--- src/hw/rtl/ladb_pkg.sv ---
// ----------------------------------------------------------------------------
// ladb_pkg
// Shared constants, types and control structs of the edge binarizer.
// ----------------------------------------------------------------------------
package ladb_pkg;

	localparam int MAX_WIDTH   = 2048;
	localparam int MAX_HEIGHT  = 2048;
	localparam int MAX_RADIUS  = 8;
	localparam int STORE_DEPTH = MAX_WIDTH * (2 * MAX_RADIUS + 1);
	localparam int ADDR_W      = $clog2(STORE_DEPTH);
	localparam int CFG_W       = 12;
	localparam int POS_W       = 11;
	localparam int RAD_W       = 4;
	localparam int OFS_W       = RAD_W + 1;
	localparam int PIX_W       = 8;
	localparam int CNT_W       = $clog2((2 * MAX_RADIUS + 1) * (2 * MAX_RADIUS + 1) + 1);
	localparam int SUM_W       = CNT_W + PIX_W;

	typedef enum logic [1:0] {
		REG_WIDTH     = 2'd0,
		REG_HEIGHT    = 2'd1,
		REG_RADIUS    = 2'd2,
		REG_THRESHOLD = 2'd3
	} cfg_reg_t;

	typedef enum logic {
		REQ_PIXEL = 1'b0,
		REQ_DRAIN = 1'b1
	} req_t;

	typedef enum logic [2:0] {
		ST_IDLE,
		ST_CHECK,
		ST_CENTRE,
		ST_LOAD,
		ST_SWEEP,
		ST_TAIL,
		ST_DONE
	} state_t;

	typedef struct packed {
		logic take_item;
		logic start;
		logic base;
		logic load_centre;
		logic sweep;
		logic finish;
	} ctl_cmd_t;

	typedef struct packed {
		logic emit_ok;
		logic sweep_last;
		logic out_free;
	} ctl_sts_t;

endpackage

--- src/hw/rtl/ladb_ctrl.sv ---
// ----------------------------------------------------------------------------
// ladb_ctrl
// Sequencer: takes one beat, checks readiness and, if ready, sweeps the disc and emits.
// ----------------------------------------------------------------------------
module ladb_ctrl (
	input  logic              clk,
	input  logic              arst_n,
	input  logic              in_valid,
	output logic              in_ready,
	input  ladb_pkg::ctl_sts_t sts,
	output ladb_pkg::ctl_cmd_t cmd
);

	ladb_pkg::state_t state_q, state_d;

	always_ff @(posedge clk or negedge arst_n) begin
		if (!arst_n) begin
			state_q <= ladb_pkg::ST_IDLE;
		end else begin
			state_q <= state_d;
		end
	end

	always_comb begin
		state_d = state_q;
		unique case (state_q)
			ladb_pkg::ST_IDLE: begin
				if (in_valid) state_d = ladb_pkg::ST_CHECK;
			end
			ladb_pkg::ST_CHECK: begin
				state_d = sts.emit_ok ? ladb_pkg::ST_CENTRE : ladb_pkg::ST_IDLE;
			end
			ladb_pkg::ST_CENTRE: state_d = ladb_pkg::ST_LOAD;
			ladb_pkg::ST_LOAD:   state_d = ladb_pkg::ST_SWEEP;
			ladb_pkg::ST_SWEEP: begin
				if (sts.sweep_last) state_d = ladb_pkg::ST_TAIL;
			end
			ladb_pkg::ST_TAIL:   state_d = ladb_pkg::ST_DONE;
			ladb_pkg::ST_DONE: begin
				if (sts.out_free) state_d = ladb_pkg::ST_IDLE;
			end
			default: state_d = ladb_pkg::ST_IDLE;
		endcase
	end

	always_comb begin
		cmd      = '0;
		in_ready = 1'b0;
		unique case (state_q)
			ladb_pkg::ST_IDLE: begin
				in_ready      = 1'b1;
				cmd.take_item = in_valid;
			end
			ladb_pkg::ST_CHECK:  cmd.start       = 1'b1;
			ladb_pkg::ST_CENTRE: cmd.base        = 1'b1;
			ladb_pkg::ST_LOAD:   cmd.load_centre = 1'b1;
			ladb_pkg::ST_SWEEP:  cmd.sweep       = 1'b1;
			ladb_pkg::ST_TAIL: begin
			end
			ladb_pkg::ST_DONE:   cmd.finish      = sts.out_free;
			default: begin
			end
		endcase
	end

endmodule

--- config.mk ---
export PLATFORM = sky130hd
export DESIGN_NAME = ladb_ctrl
export DESIGN_NICKNAME = d
export VERILOG_FILES = /design/src/hw/rtl/ladb_pkg.sv /design/src/hw/rtl/ladb_ctrl.sv
export SDC_FILE = /design/constraint.sdc
export NUM_CORES = 1
export LEC_CHECK = 0
export ABC_AREA = 1
export BUFFER_PORTS_ARGS = -buffer_cell sky130_fd_sc_hd__buf_2
export CORE_AREA = 2 2 39 41
export CTS_CLUSTER_DIAMETER = 80
export DETAILED_ROUTE_END_ITERATION = 10
export DIE_AREA = 0 0 41 43
export MAX_ROUTING_LAYER = met4
export PLACE_DENSITY = 0.46
export SLEW_MARGIN = 10
export SYNTH_ARGS = -nofsm -noshare
export SYNTH_HDL_FRONTEND = slang
export SYNTH_SLANG_ARGS = --single-unit
--- constraint.sdc ---
create_clock -name clk -period 1.7 [get_ports clk]
set_clock_uncertainty 0.05 [all_clocks]
set_input_delay 0.085 -clock clk [delete_from_list [all_inputs] [get_ports clk]]
set_output_delay 0.085 -clock clk [all_outputs]
set_load 0.005 [all_outputs]
==> results.txt, run 1 <==
Layout cell share with drive strength beyond 1 -> 0.3774
Die Width -> 41 um
Status -> completed
Power Density -> 1619 nW/um^2
Yosys top cell area share -> 0.3209
Max clock buf depth -> 2
Initial Util -> 0.1691
Post-Syn Nets -> 43
Biggest registers after layout -> state_q: 3 flops
Synth warn -> 0
Area of the multi-input gates -> 113.9 um^2
Final non-filler cell total -> 69
Max Cap Violations -> 0
Combinational family with the most area after synthesis -> simple AND/OR/NAND/NOR gates
Grt total ovfl -> 0
Clk_lat worst skew -> 0.23 ns
Post-synthesis cell area -> 234.0 um^2
Resize count post-CTS -> 0
Fin. Hold Viols -> 0
# setup viols final -> 0
Per-cell routed wire length -> 7.362 um
Drc violations -> 0
Leakage -> 0.2189 nW
Buffers on Ports -> 12
Rows -> 14
DP Wirelength -> 436.2 um
Reg clk slew, reported paths -> 0.04 ns
Synth Area in Simple Gates -> 0.4652
Placer Congestion -> 0.6879
Final WL -> 508 um
Die area -> 1763 um^2
Startpoint types -> flip-flop
Worst Path Required -> 1.56 ns
Pin count of the biggest net entering global routing -> 9
P&R area growth vs syn -> 44.92%
Critical Path End Type -> primary output
Syn Area/Cell -> 6.324 um^2
Ports -> 13
Maximum vdd drop -> 0.0003412 V
Sink Count -> 3
Biggest register -> state_q
TritonCTS clock tree -> yes
Die height -> 43 um
Ant. Diodes -> 0
Arrival @ worst endpoint -> 1.11 ns
Yosys top cell by area -> dfrtp_1
Fraction of synthesized cell area in xor and xnor cells -> 0
Antenna viol nets, final -> 0
Register area share after synthesis -> 0.3209
Number of global-route vias before repair -> 222
DR iter-0 viols -> 1
Worst Hold Class -> in2async
Number of synthesized register bits -> 3
First-pass iteration count of the detailed router -> 4
Setup TNS -> 0 ns
Post-synthesis mux area share -> 0
Most frequent cells in the layout -> 12 x buf_2, 9 x nand2_1, 6 x inv_1
GRT Util Overall -> 0.07327
Post-synthesis compound-gate area fraction -> 0.02139
CP Max Fanout -> 6
Initial antenna violation count -> 0
Clock root cell -> clkbuf_4
Setup CP Type -> reg2out
Cells after Synth -> 37
CTS buffer count -> 3
Final Cycle Share -> 0.7310
Area of the core -> 1384 um^2
Fin crit period -> 1.243 ns
RSZ-0062 raised after global routing -> no
Final Slew Violations -> 0
FF/Latch Area -> 75.07 um^2
Post-CTS setup buffers -> 0
Vias per cell -> 3.826
Fill cell instance count of the final layout -> 158
First-pass GRT wire length -> 786 um
Crit-path cells -> nor2_2 > nand2_1 > nor2_1 > buf_2
# placed instances -> 64
Fmax -> 0.8047 GHz
Synth area leaders -> dfrtp_1 32%, nand2_1 14%, inv_1 9.6%, nand3_1 6.4%, nor2_1 6.4%
Worst slew pin tran -> 0.2488 ns
Most common cell after layout, fill and taps aside -> buf_2
Final nets -> 60
Number of flip-flops in the largest register -> 3
Htree depth -> 1
Critical Path Slowest Stage Cell -> dfrtp_1
Adder-cell share of the synthesized area -> 0
Crit-path max cell delay -> 0.44 ns
DR vias -> 264
Max-slew headroom -> 0.8342
Synth unique cells -> 13
==> power by group <==
| part | internal (W) | switching [W] | total (W) |
|---|---|---|---|
| Combinational | 0.000116 | 0.000140 | 0.000256 |
| Sequential | 0.000106 | 0.0000673 | 0.000173 |
| Clock | 0.0000877 | 0.0000322 | 0.000120 |
| Total | 0.000310 | 0.000239 | 0.000549 |
==> synth_stat cells <==
cell type  number
nor2_2          1
nor2_1          4
nand3_1         3
buf_6           1
inv_2           3
inv_1           6
or2_0           1
nor3_2          1
a21oi_1         1
dfrtp_1         3
nand4_1         2
nor3_1          2
nand2_1         9
==> per-layer routing <==
layer	vias up	part of all wire	track usage
met1	114	0.36	0.07143
met3	0	0.061	0.03141
met5	-	0	-
met2	3	0.58	0.09688
met4	0	0	0.08000
li1	147	-	-
==> worst paths after layout <==
check | slack, ns | startpoint | cells after the start | end
setup / recovery | 0.46 | state_q[0] | 4 | cmd[5]
max in group asynchronous | 1.36 | arst_n | 2 | state_q[2]
hold / removal | 0.13 | arst_n | 2 | state_q[1]
hold reg to reg | 0.63 | state_q[0] | 3 | state_q[0]
setup reg to reg | 0.62 | state_q[2] | 3 | state_q[1]
min in group clk | 0.13 | sts[2] | 4 | state_q[1]
==> timing repair <==
action,CTS,global route
setup endpoints to repair,0,0
hold buffers,1,0
endpoints found under the hold margin,3,0
==> final cells by class <==
| cell class | count | share of cell area |
|---|---|---|
| Clock buffer | 4 | 0.07749 |
| Inverter | 9 | 0.09963 |
| Multi-Input combinational cell | 24 | 0.3358 |
| Sequential cell | 3 | 0.2214 |
| Tap cell | 16 | 0.05904 |
| Timing Repair Buffer | 13 | 0.2066 |
==> stage by stage <==
step / hold WS [ns] / area [um^2] / power, W / worst slack, ns / utilization
after floorplan: -0.2606 / 234.0 / 0.0003577 / 0.6709 / -
after global placement: -0.1663 / 302.8 / 0.0004364 / 0.5852 / 0.2188
after detailed placement: -0.1665 / 302.8 / 0.0004361 / 0.5934 / 0.2188
after CTS: 0.1264 / 339.1 / 0.0005637 / 0.4389 / 0.2450
after global routing: 0.1308 / 339.1 / 0.0006204 / 0.3684 / 0.2450
final: 0.1253 / 339.1 / 0.0005491 / 0.4573 / 0.2450
==> critical path: cells and delay by family (launching register included) <==
kind / cells / cell delay (ns)
simple gates: 3 / 0.33
flops: 1 / 0.44
buf+inv: 1 / 0.11
==> logic make-up (layout without fill, tap and decap cells) <==
logic type             count (synthesis)  in the layout
buffers and inverters                 10             26
AO/OA/AOI/OAI                          1              1
flip-flops                             3              3
AND/OR/NAND/NOR                       23             23
Note: power is estimated with default switching activity, not from simulation.
==> run 2: changes to the inputs <==
- PLACE_DENSITY: 0.46 -> 0.47
- clock period: 1.7 -> 1.05 ns (I/O delays scaled with it)
==> results.txt, run 2 (synthesis results as in run 1) <==
Status -> complete, but fails checks
Failing checks -> negative setup slack
Placer Congestion -> 0.6520 (-5.2%)
Met3 wire length -> 27 um (-13%)
Max-slew headroom -> 0.8824 (+0.04822)
Buffers on Ports -> 12 (unchanged)
Critical path buffer and inverter count -> 2 (+1)
Max clock buf depth -> 2 (unchanged)
Power Density -> 2773 nW/um^2 (+71%)
Critical Path End Type -> primary output
DP Wirelength -> 430.4 um (-1.3%)
DR iter-0 viols -> 3 (+2)
Crit path max-delay family -> flip-flops
Ports -> 13 (unchanged)
Grt total ovfl -> 0 (unchanged)
Die height -> 43 um (unchanged)
Startpoint types -> flip-flop
Initial Util -> 0.1691 (unchanged)
Sink Count -> 3 (unchanged)
Number of global-route vias before repair -> 236 (+6.3%)
TritonCTS clock tree -> yes
Leakage -> 0.2338 nW (+6.8%)
Area of the core -> 1384 um^2 (unchanged)
Fin crit period -> 1.161 ns
Pin count of the biggest net entering global routing -> 9 (unchanged)
Htree depth -> 1 (unchanged)
Met1 Routed Length -> 227 um (+25%)
Reg clk slew, reported paths -> 0.03 ns (about the same)
Fin. Hold Viols -> 0 (unchanged)
Final instance area -> 392.9 um^2 (+16%)
Placed Area -> 310.3 um^2 (+2.5%)
Worst setup margin -> -0.1107 ns (-0.5681 ns)
P&R area growth vs syn -> 67.91%
GRT Util Overall -> 0.07423 (+0.0009554)
Crit-path cells -> buf_6 > nor3_4 > buf_2
Most common cell after layout, fill and taps aside -> buf_2
Vias per cell -> 3.722 (-2.7%)
# setup viols final -> 10 (+10)
Fmax -> 0.8615 GHz
Most frequent cells in the layout -> 12 x buf_2, 7 x nand2_1, 5 x inv_1
Final Cycle Share -> 1.105
Top layer in use -> met3
Maximum vdd drop -> 0.0007482 V (+120%)
Max Cap Violations -> 0 (unchanged)
RSZ-0062 raised after global routing -> yes
Fill cell instance count of the final layout -> 155 (-1.9%)
Drc violations -> 0 (unchanged)
Worst slew pin tran -> 0.1751 ns (-0.07367 ns)
Final Slew Violations -> 0 (unchanged)
Setup CP Type -> reg2out
Clk_lat worst skew -> 0.23 ns (about the same)
Per-cell routed wire length -> 7.528 um (+2.2%)
Die area -> 1763 um^2 (unchanged)
Antenna viol nets, final -> 0 (unchanged)
Ant. Diodes -> 0 (unchanged)
DR vias -> 268 (+1.5%)
Final WL -> 542 um (+6.7%)
Biggest register -> state_q
DR WL met2 -> 287 um (-2.4%)
First-pass iteration count of the detailed router -> 2 (-2)
CP Max Fanout -> 5 (-1)
Biggest registers after layout -> state_q: 3 flops
Worst Path Required -> 0.95 ns (-0.61 ns)
Number of flip-flops in the largest register -> 3 (unchanged)
Final nets -> 63 (+5.0%)
Critical Path Slowest Stage Cell -> dfrtp_2
First-pass GRT wire length -> 821 um (+4.5%)
Final non-filler cell total -> 72 (+4.3%)
Arrival @ worst endpoint -> 1.06 ns (-0.05 ns)
Worst Hold Class -> in2async
Crit-path max cell delay -> 0.45 ns (about the same)
Clock root cell -> clkbuf_4
CTS buffer count -> 3 (unchanged)
Die Width -> 41 um (unchanged)
Initial antenna violation count -> 0 (unchanged)
# placed instances -> 65 (+1.6%)
Rows -> 14 (unchanged)
Layout cell share with drive strength beyond 1 -> 0.5536 (+0.1762)
-- run 2: cell types whose count changed in the layout (fill, tap and decap cells not counted), sizes merged --
cell	delta
buf	+3
-- run 2: layout make-up --
class | instances | area [um^2] | share of cell area
multi-input combinational | 24 | 137.6 | 0.3503
clock buffer | 4 | 26.28 | 0.06688
inverter | 9 | 33.78 | 0.08599
timing repair buffer | 16 | 96.34 | 0.2452
sequential | 3 | 78.83 | 0.2006
tap | 16 | 20.02 | 0.05096
-- run 2: final timing paths --
path | from | endpoint | slack [ns] | cells after the start
min | arst_n | state_q[1] | 0.1 | 2
max reg2reg | state_q[0] | state_q[2] | -0.06 | 5
min reg2reg | state_q[0] | state_q[0] | 0.59 | 3
min in group clk | sts[2] | state_q[1] | 0.10 | 4
max in group asynchronous | arst_n | state_q[0] | 0.74 | 2
max | state_q[0] | cmd[3] | -0.11 | 3
-- run 2: routing by layer --
layer	GRT usage	up-vias
met5	-	-
met4	0.08000	0
met3	0.01571	0
met2	0.1000	4
met1	0.08091	113
li1	-	151
-- run 2: metrics by stage --
step	utilization	total power [W]	hold WS, ns	setup TNS (ns)	setup WS (ns)
after global placement	0.2242	0.0007326	-0.1998	-0.02832	-0.02832
after global routing	0.2839	0.001207	0.1014	-1.360	-0.1750
final	0.2839	0.001090	0.09551	-0.6915	-0.1107
after detailed placement	0.2242	0.0007346	-0.1993	-0.03373	-0.03373
after CTS	0.2731	0.001064	0.09521	-0.7726	-0.1271
after floorplan	-	0.0005791	-0.2931	0	0.02085
-- run 2: repair_timing --
item                                    in CTS  in global routing
endpoints found under the setup margin       8                 10
pin swaps                                    5                  2
endpoints found under the hold margin        3                  0
gates resized for setup                      9                  2
setup buffers                                1                  1
hold buffers                                 1                  0
-- run 2: worst reg2reg max path: cells and delay by family, from the launching register on --
kind          cells  cell delay, ns
buf+inv           1            0.11
simple gates      4            0.39
flops             1            0.45
-- run 2: power by group --
group | switching [W] | internal, W | total [W]
sequential | 0.000128 | 0.000183 | 0.000311
clock | 0.0000528 | 0.000142 | 0.000195
combinational | 0.000286 | 0.000298 | 0.000584
==> run 3: changes to the inputs <==
- CELL_PAD_IN_SITES_DETAIL_PLACEMENT: not set -> 1
- CELL_PAD_IN_SITES_GLOBAL_PLACEMENT: not set -> 1
- PLACE_DENSITY: 0.47 -> 0.62
==> results.txt, run 3 (synthesis results as in run 1) <==
Met3 wire length -> 23 um (-15%)
Worst Path Required -> 0.95 ns (about the same)
Number of global-route vias before repair -> 304 (+29%)
Grt total ovfl -> 0 (unchanged)
Clock root cell -> clkbuf_4
Die Width -> 41 um (unchanged)
Most frequent cells in the layout -> 12 x buf_2, 6 x nand2_1, 5 x inv_2
Clk pwr share -> 0.171 (-0.008)
Combinational share of power -> 0.573 (+0.037)
Worst setup margin -> -0.1362 ns (-0.02550 ns)
Drc violations -> 0 (unchanged)
Initial antenna violation count -> 0 (unchanged)
DR vias -> 297 (+11%)
P&R area growth vs syn -> 78.08%
Final WL -> 788 um (+45%)
Setup crit end -> cmd[5]
Clk_lat worst skew -> 0.23 ns (about the same)
Arrival @ worst endpoint -> 1.08 ns (+0.02 ns)
Critical path startpoint -> state_q[1]
Reg clk slew, reported paths -> 0.04 ns (about the same)
Antenna viol nets, final -> 0 (unchanged)
Final Cycle Share -> 1.130 (+0.02429)
Switching share of power -> 0.4450 (+0.01646)
RSZ-0062 raised after global routing -> yes
First-pass iteration count of the detailed router -> 4 (+2)
Number of flip-flops in the largest register -> 3 (unchanged)
Area of the core -> 1384 um^2 (unchanged)
Rows -> 14 (unchanged)
Fmax -> 0.8430 GHz (-2.2%)
Layout cell share with drive strength beyond 1 -> 0.6207 (+0.06712)
Vias per cell -> 4.014 (+7.8%)
Max clock buf depth -> 2 (unchanged)
Fill cell instance count of the final layout -> 182 (+17%)
Final Slew Violations -> 0 (unchanged)
Ports -> 13 (unchanged)
Int Power -> 0.0006711 W (+7.8%)
Status -> complete, but fails checks
GRT Util Overall -> 0.1001 (+0.02588)
Net switching power -> 0.0005381 W (+15%)
Final instance area -> 416.7 um^2 (+6.1%)
Setup TNS -> -0.7906 ns (-0.09908 ns)
Worst Hold Class -> in2reg
Sink Count -> 3 (unchanged)
Most common cell after layout, fill and taps aside -> buf_2
DR WL met2 -> 472 um (+64%)
CTS buffer count -> 3 (unchanged)
R2r startpoint -> state_q[1]
Die height -> 43 um (unchanged)
Per-cell routed wire length -> 10.65 um (+41%)
Placed Area -> 310.3 um^2 (unchanged)
Biggest registers after layout -> state_q: 3 flops
First-pass GRT wire length -> 1138 um (+39%)
Biggest register -> state_q
DP Wirelength -> 485.7 um (+13%)
Die area -> 1763 um^2 (unchanged)
Worst slew pin tran -> 0.1847 ns (+0.009639 ns)
Pin count of the biggest net entering global routing -> 8 (-1)
Top layer in use -> met3
Initial Util -> 0.1691 (unchanged)
DR iter-0 viols -> 3 (unchanged)
Critical Path End Type -> primary output
CP Max Fanout -> 7 (+2)
Final non-filler cell total -> 74 (+2.8%)
Buffers on Ports -> 12 (unchanged)
Maximum vdd drop -> 0.0006285 V (-16%)
Worst r2r dst -> state_q[2]
Setup CP Type -> reg2out
TritonCTS clock tree -> yes
Part of the power in registers -> 0.256 (-0.029)
# setup viols final -> 10 (unchanged)
Max-slew headroom -> 0.8768 (-0.005528)
Ant. Diodes -> 0 (unchanged)
Flop-to-flop setup slack -> -0.10 ns (-0.04 ns)
Max Cap Violations -> 0 (unchanged)
Met1 Routed Length -> 292 um (+29%)
Startpoint types -> flip-flop
Failing checks -> negative setup slack
Fin crit period -> 1.186 ns (+0.02550 ns)
# placed instances -> 65 (unchanged)
Fin. Hold Viols -> 0 (unchanged)
Htree depth -> 1 (unchanged)
Worst R2R Path Depth -> 5 (unchanged)
Power Density -> 2902 nW/um^2 (+4.6%)
Leakage -> 0.2433 nW (+4.1%)
Final nets -> 65 (+3.2%)
Hold_ws -> 0.1097 ns (+0.01415 ns)
Placer Congestion -> 0.6702 (+2.8%)
[run 3: area by class of cell]
| cell class | instances | area (um^2) | share of cell area |
|---|---|---|---|
| Sequential cell | 3 | 78.83 | 0.1892 |
| Multi-Input combinational cell | 24 | 146.4 | 0.3514 |
| Tap cell | 16 | 20.02 | 0.04805 |
| Timing Repair Buffer | 18 | 111.4 | 0.2673 |
| Clock buffer | 4 | 26.28 | 0.06306 |
| Inverter | 9 | 33.78 | 0.08108 |
[run 3: timing repair]
item,in CTS,in global routing
hold buffers,1,0
hold endpoints to repair,3,0
buffers inserted,4,0
pin swaps,5,2
resized for setup,11,3
cloned,0,0
endpoints found under the setup margin,9,10
[run 3: worst min-delay path by stage]
stage	startpoint	end	slack, ns	depth (start not counted)
final	sts[2]	state_q[1]	0.11	4
after global routing	arst_n	state_q[0]	0.12	2
after CTS	arst_n	state_q[0]	0.09	2
after detailed placement	arst_n	state_q[2]	-0.20	1
after global placement	arst_n	state_q[0]	-0.20	1
after floorplan	arst_n	state_q[0]	-0.29	0
[run 3: critical path, stage by stage, from the launching register on]
cell and delay (ns):
dfrtp_2 0.45, nor2_4 0.14, nand2_2 0.07, nor2_1 0.08, buf_2 0.11
[run 3: routing by layer]
metal	track usage	vias to the layer above
li1	-	153
met1	0.09416	138
met2	0.1750	6
met3	0.03141	0
met4	0.04000	0
met5	-	-
[run 3: per-stage QoR]
stage	power (W)	util	worst slack, ns
3_5_place_dp	0.0007477	0.2242	-0.03390
5_1_grt	0.001326	0.3011	-0.2046
2_1_floorplan	0.0005791	-	0.02085
6_report	0.001209	0.3011	-0.1362
4_1_cts	0.001189	0.2957	-0.1300
3_3_place_gp	0.0007376	0.2242	-0.02037
[run 3: power groups by stage]
stage	Clock [W]	Combinational, W	Sequential [W]
2_1_floorplan	0	0.000339	0.000240
5_1_grt	0.000230	0.000771	0.000325
4_1_cts	0.000217	0.000662	0.000310
3_5_place_dp	0	0.000473	0.000275
6_report	0.000207	0.000693	0.000310
3_3_place_gp	0	0.000464	0.000274
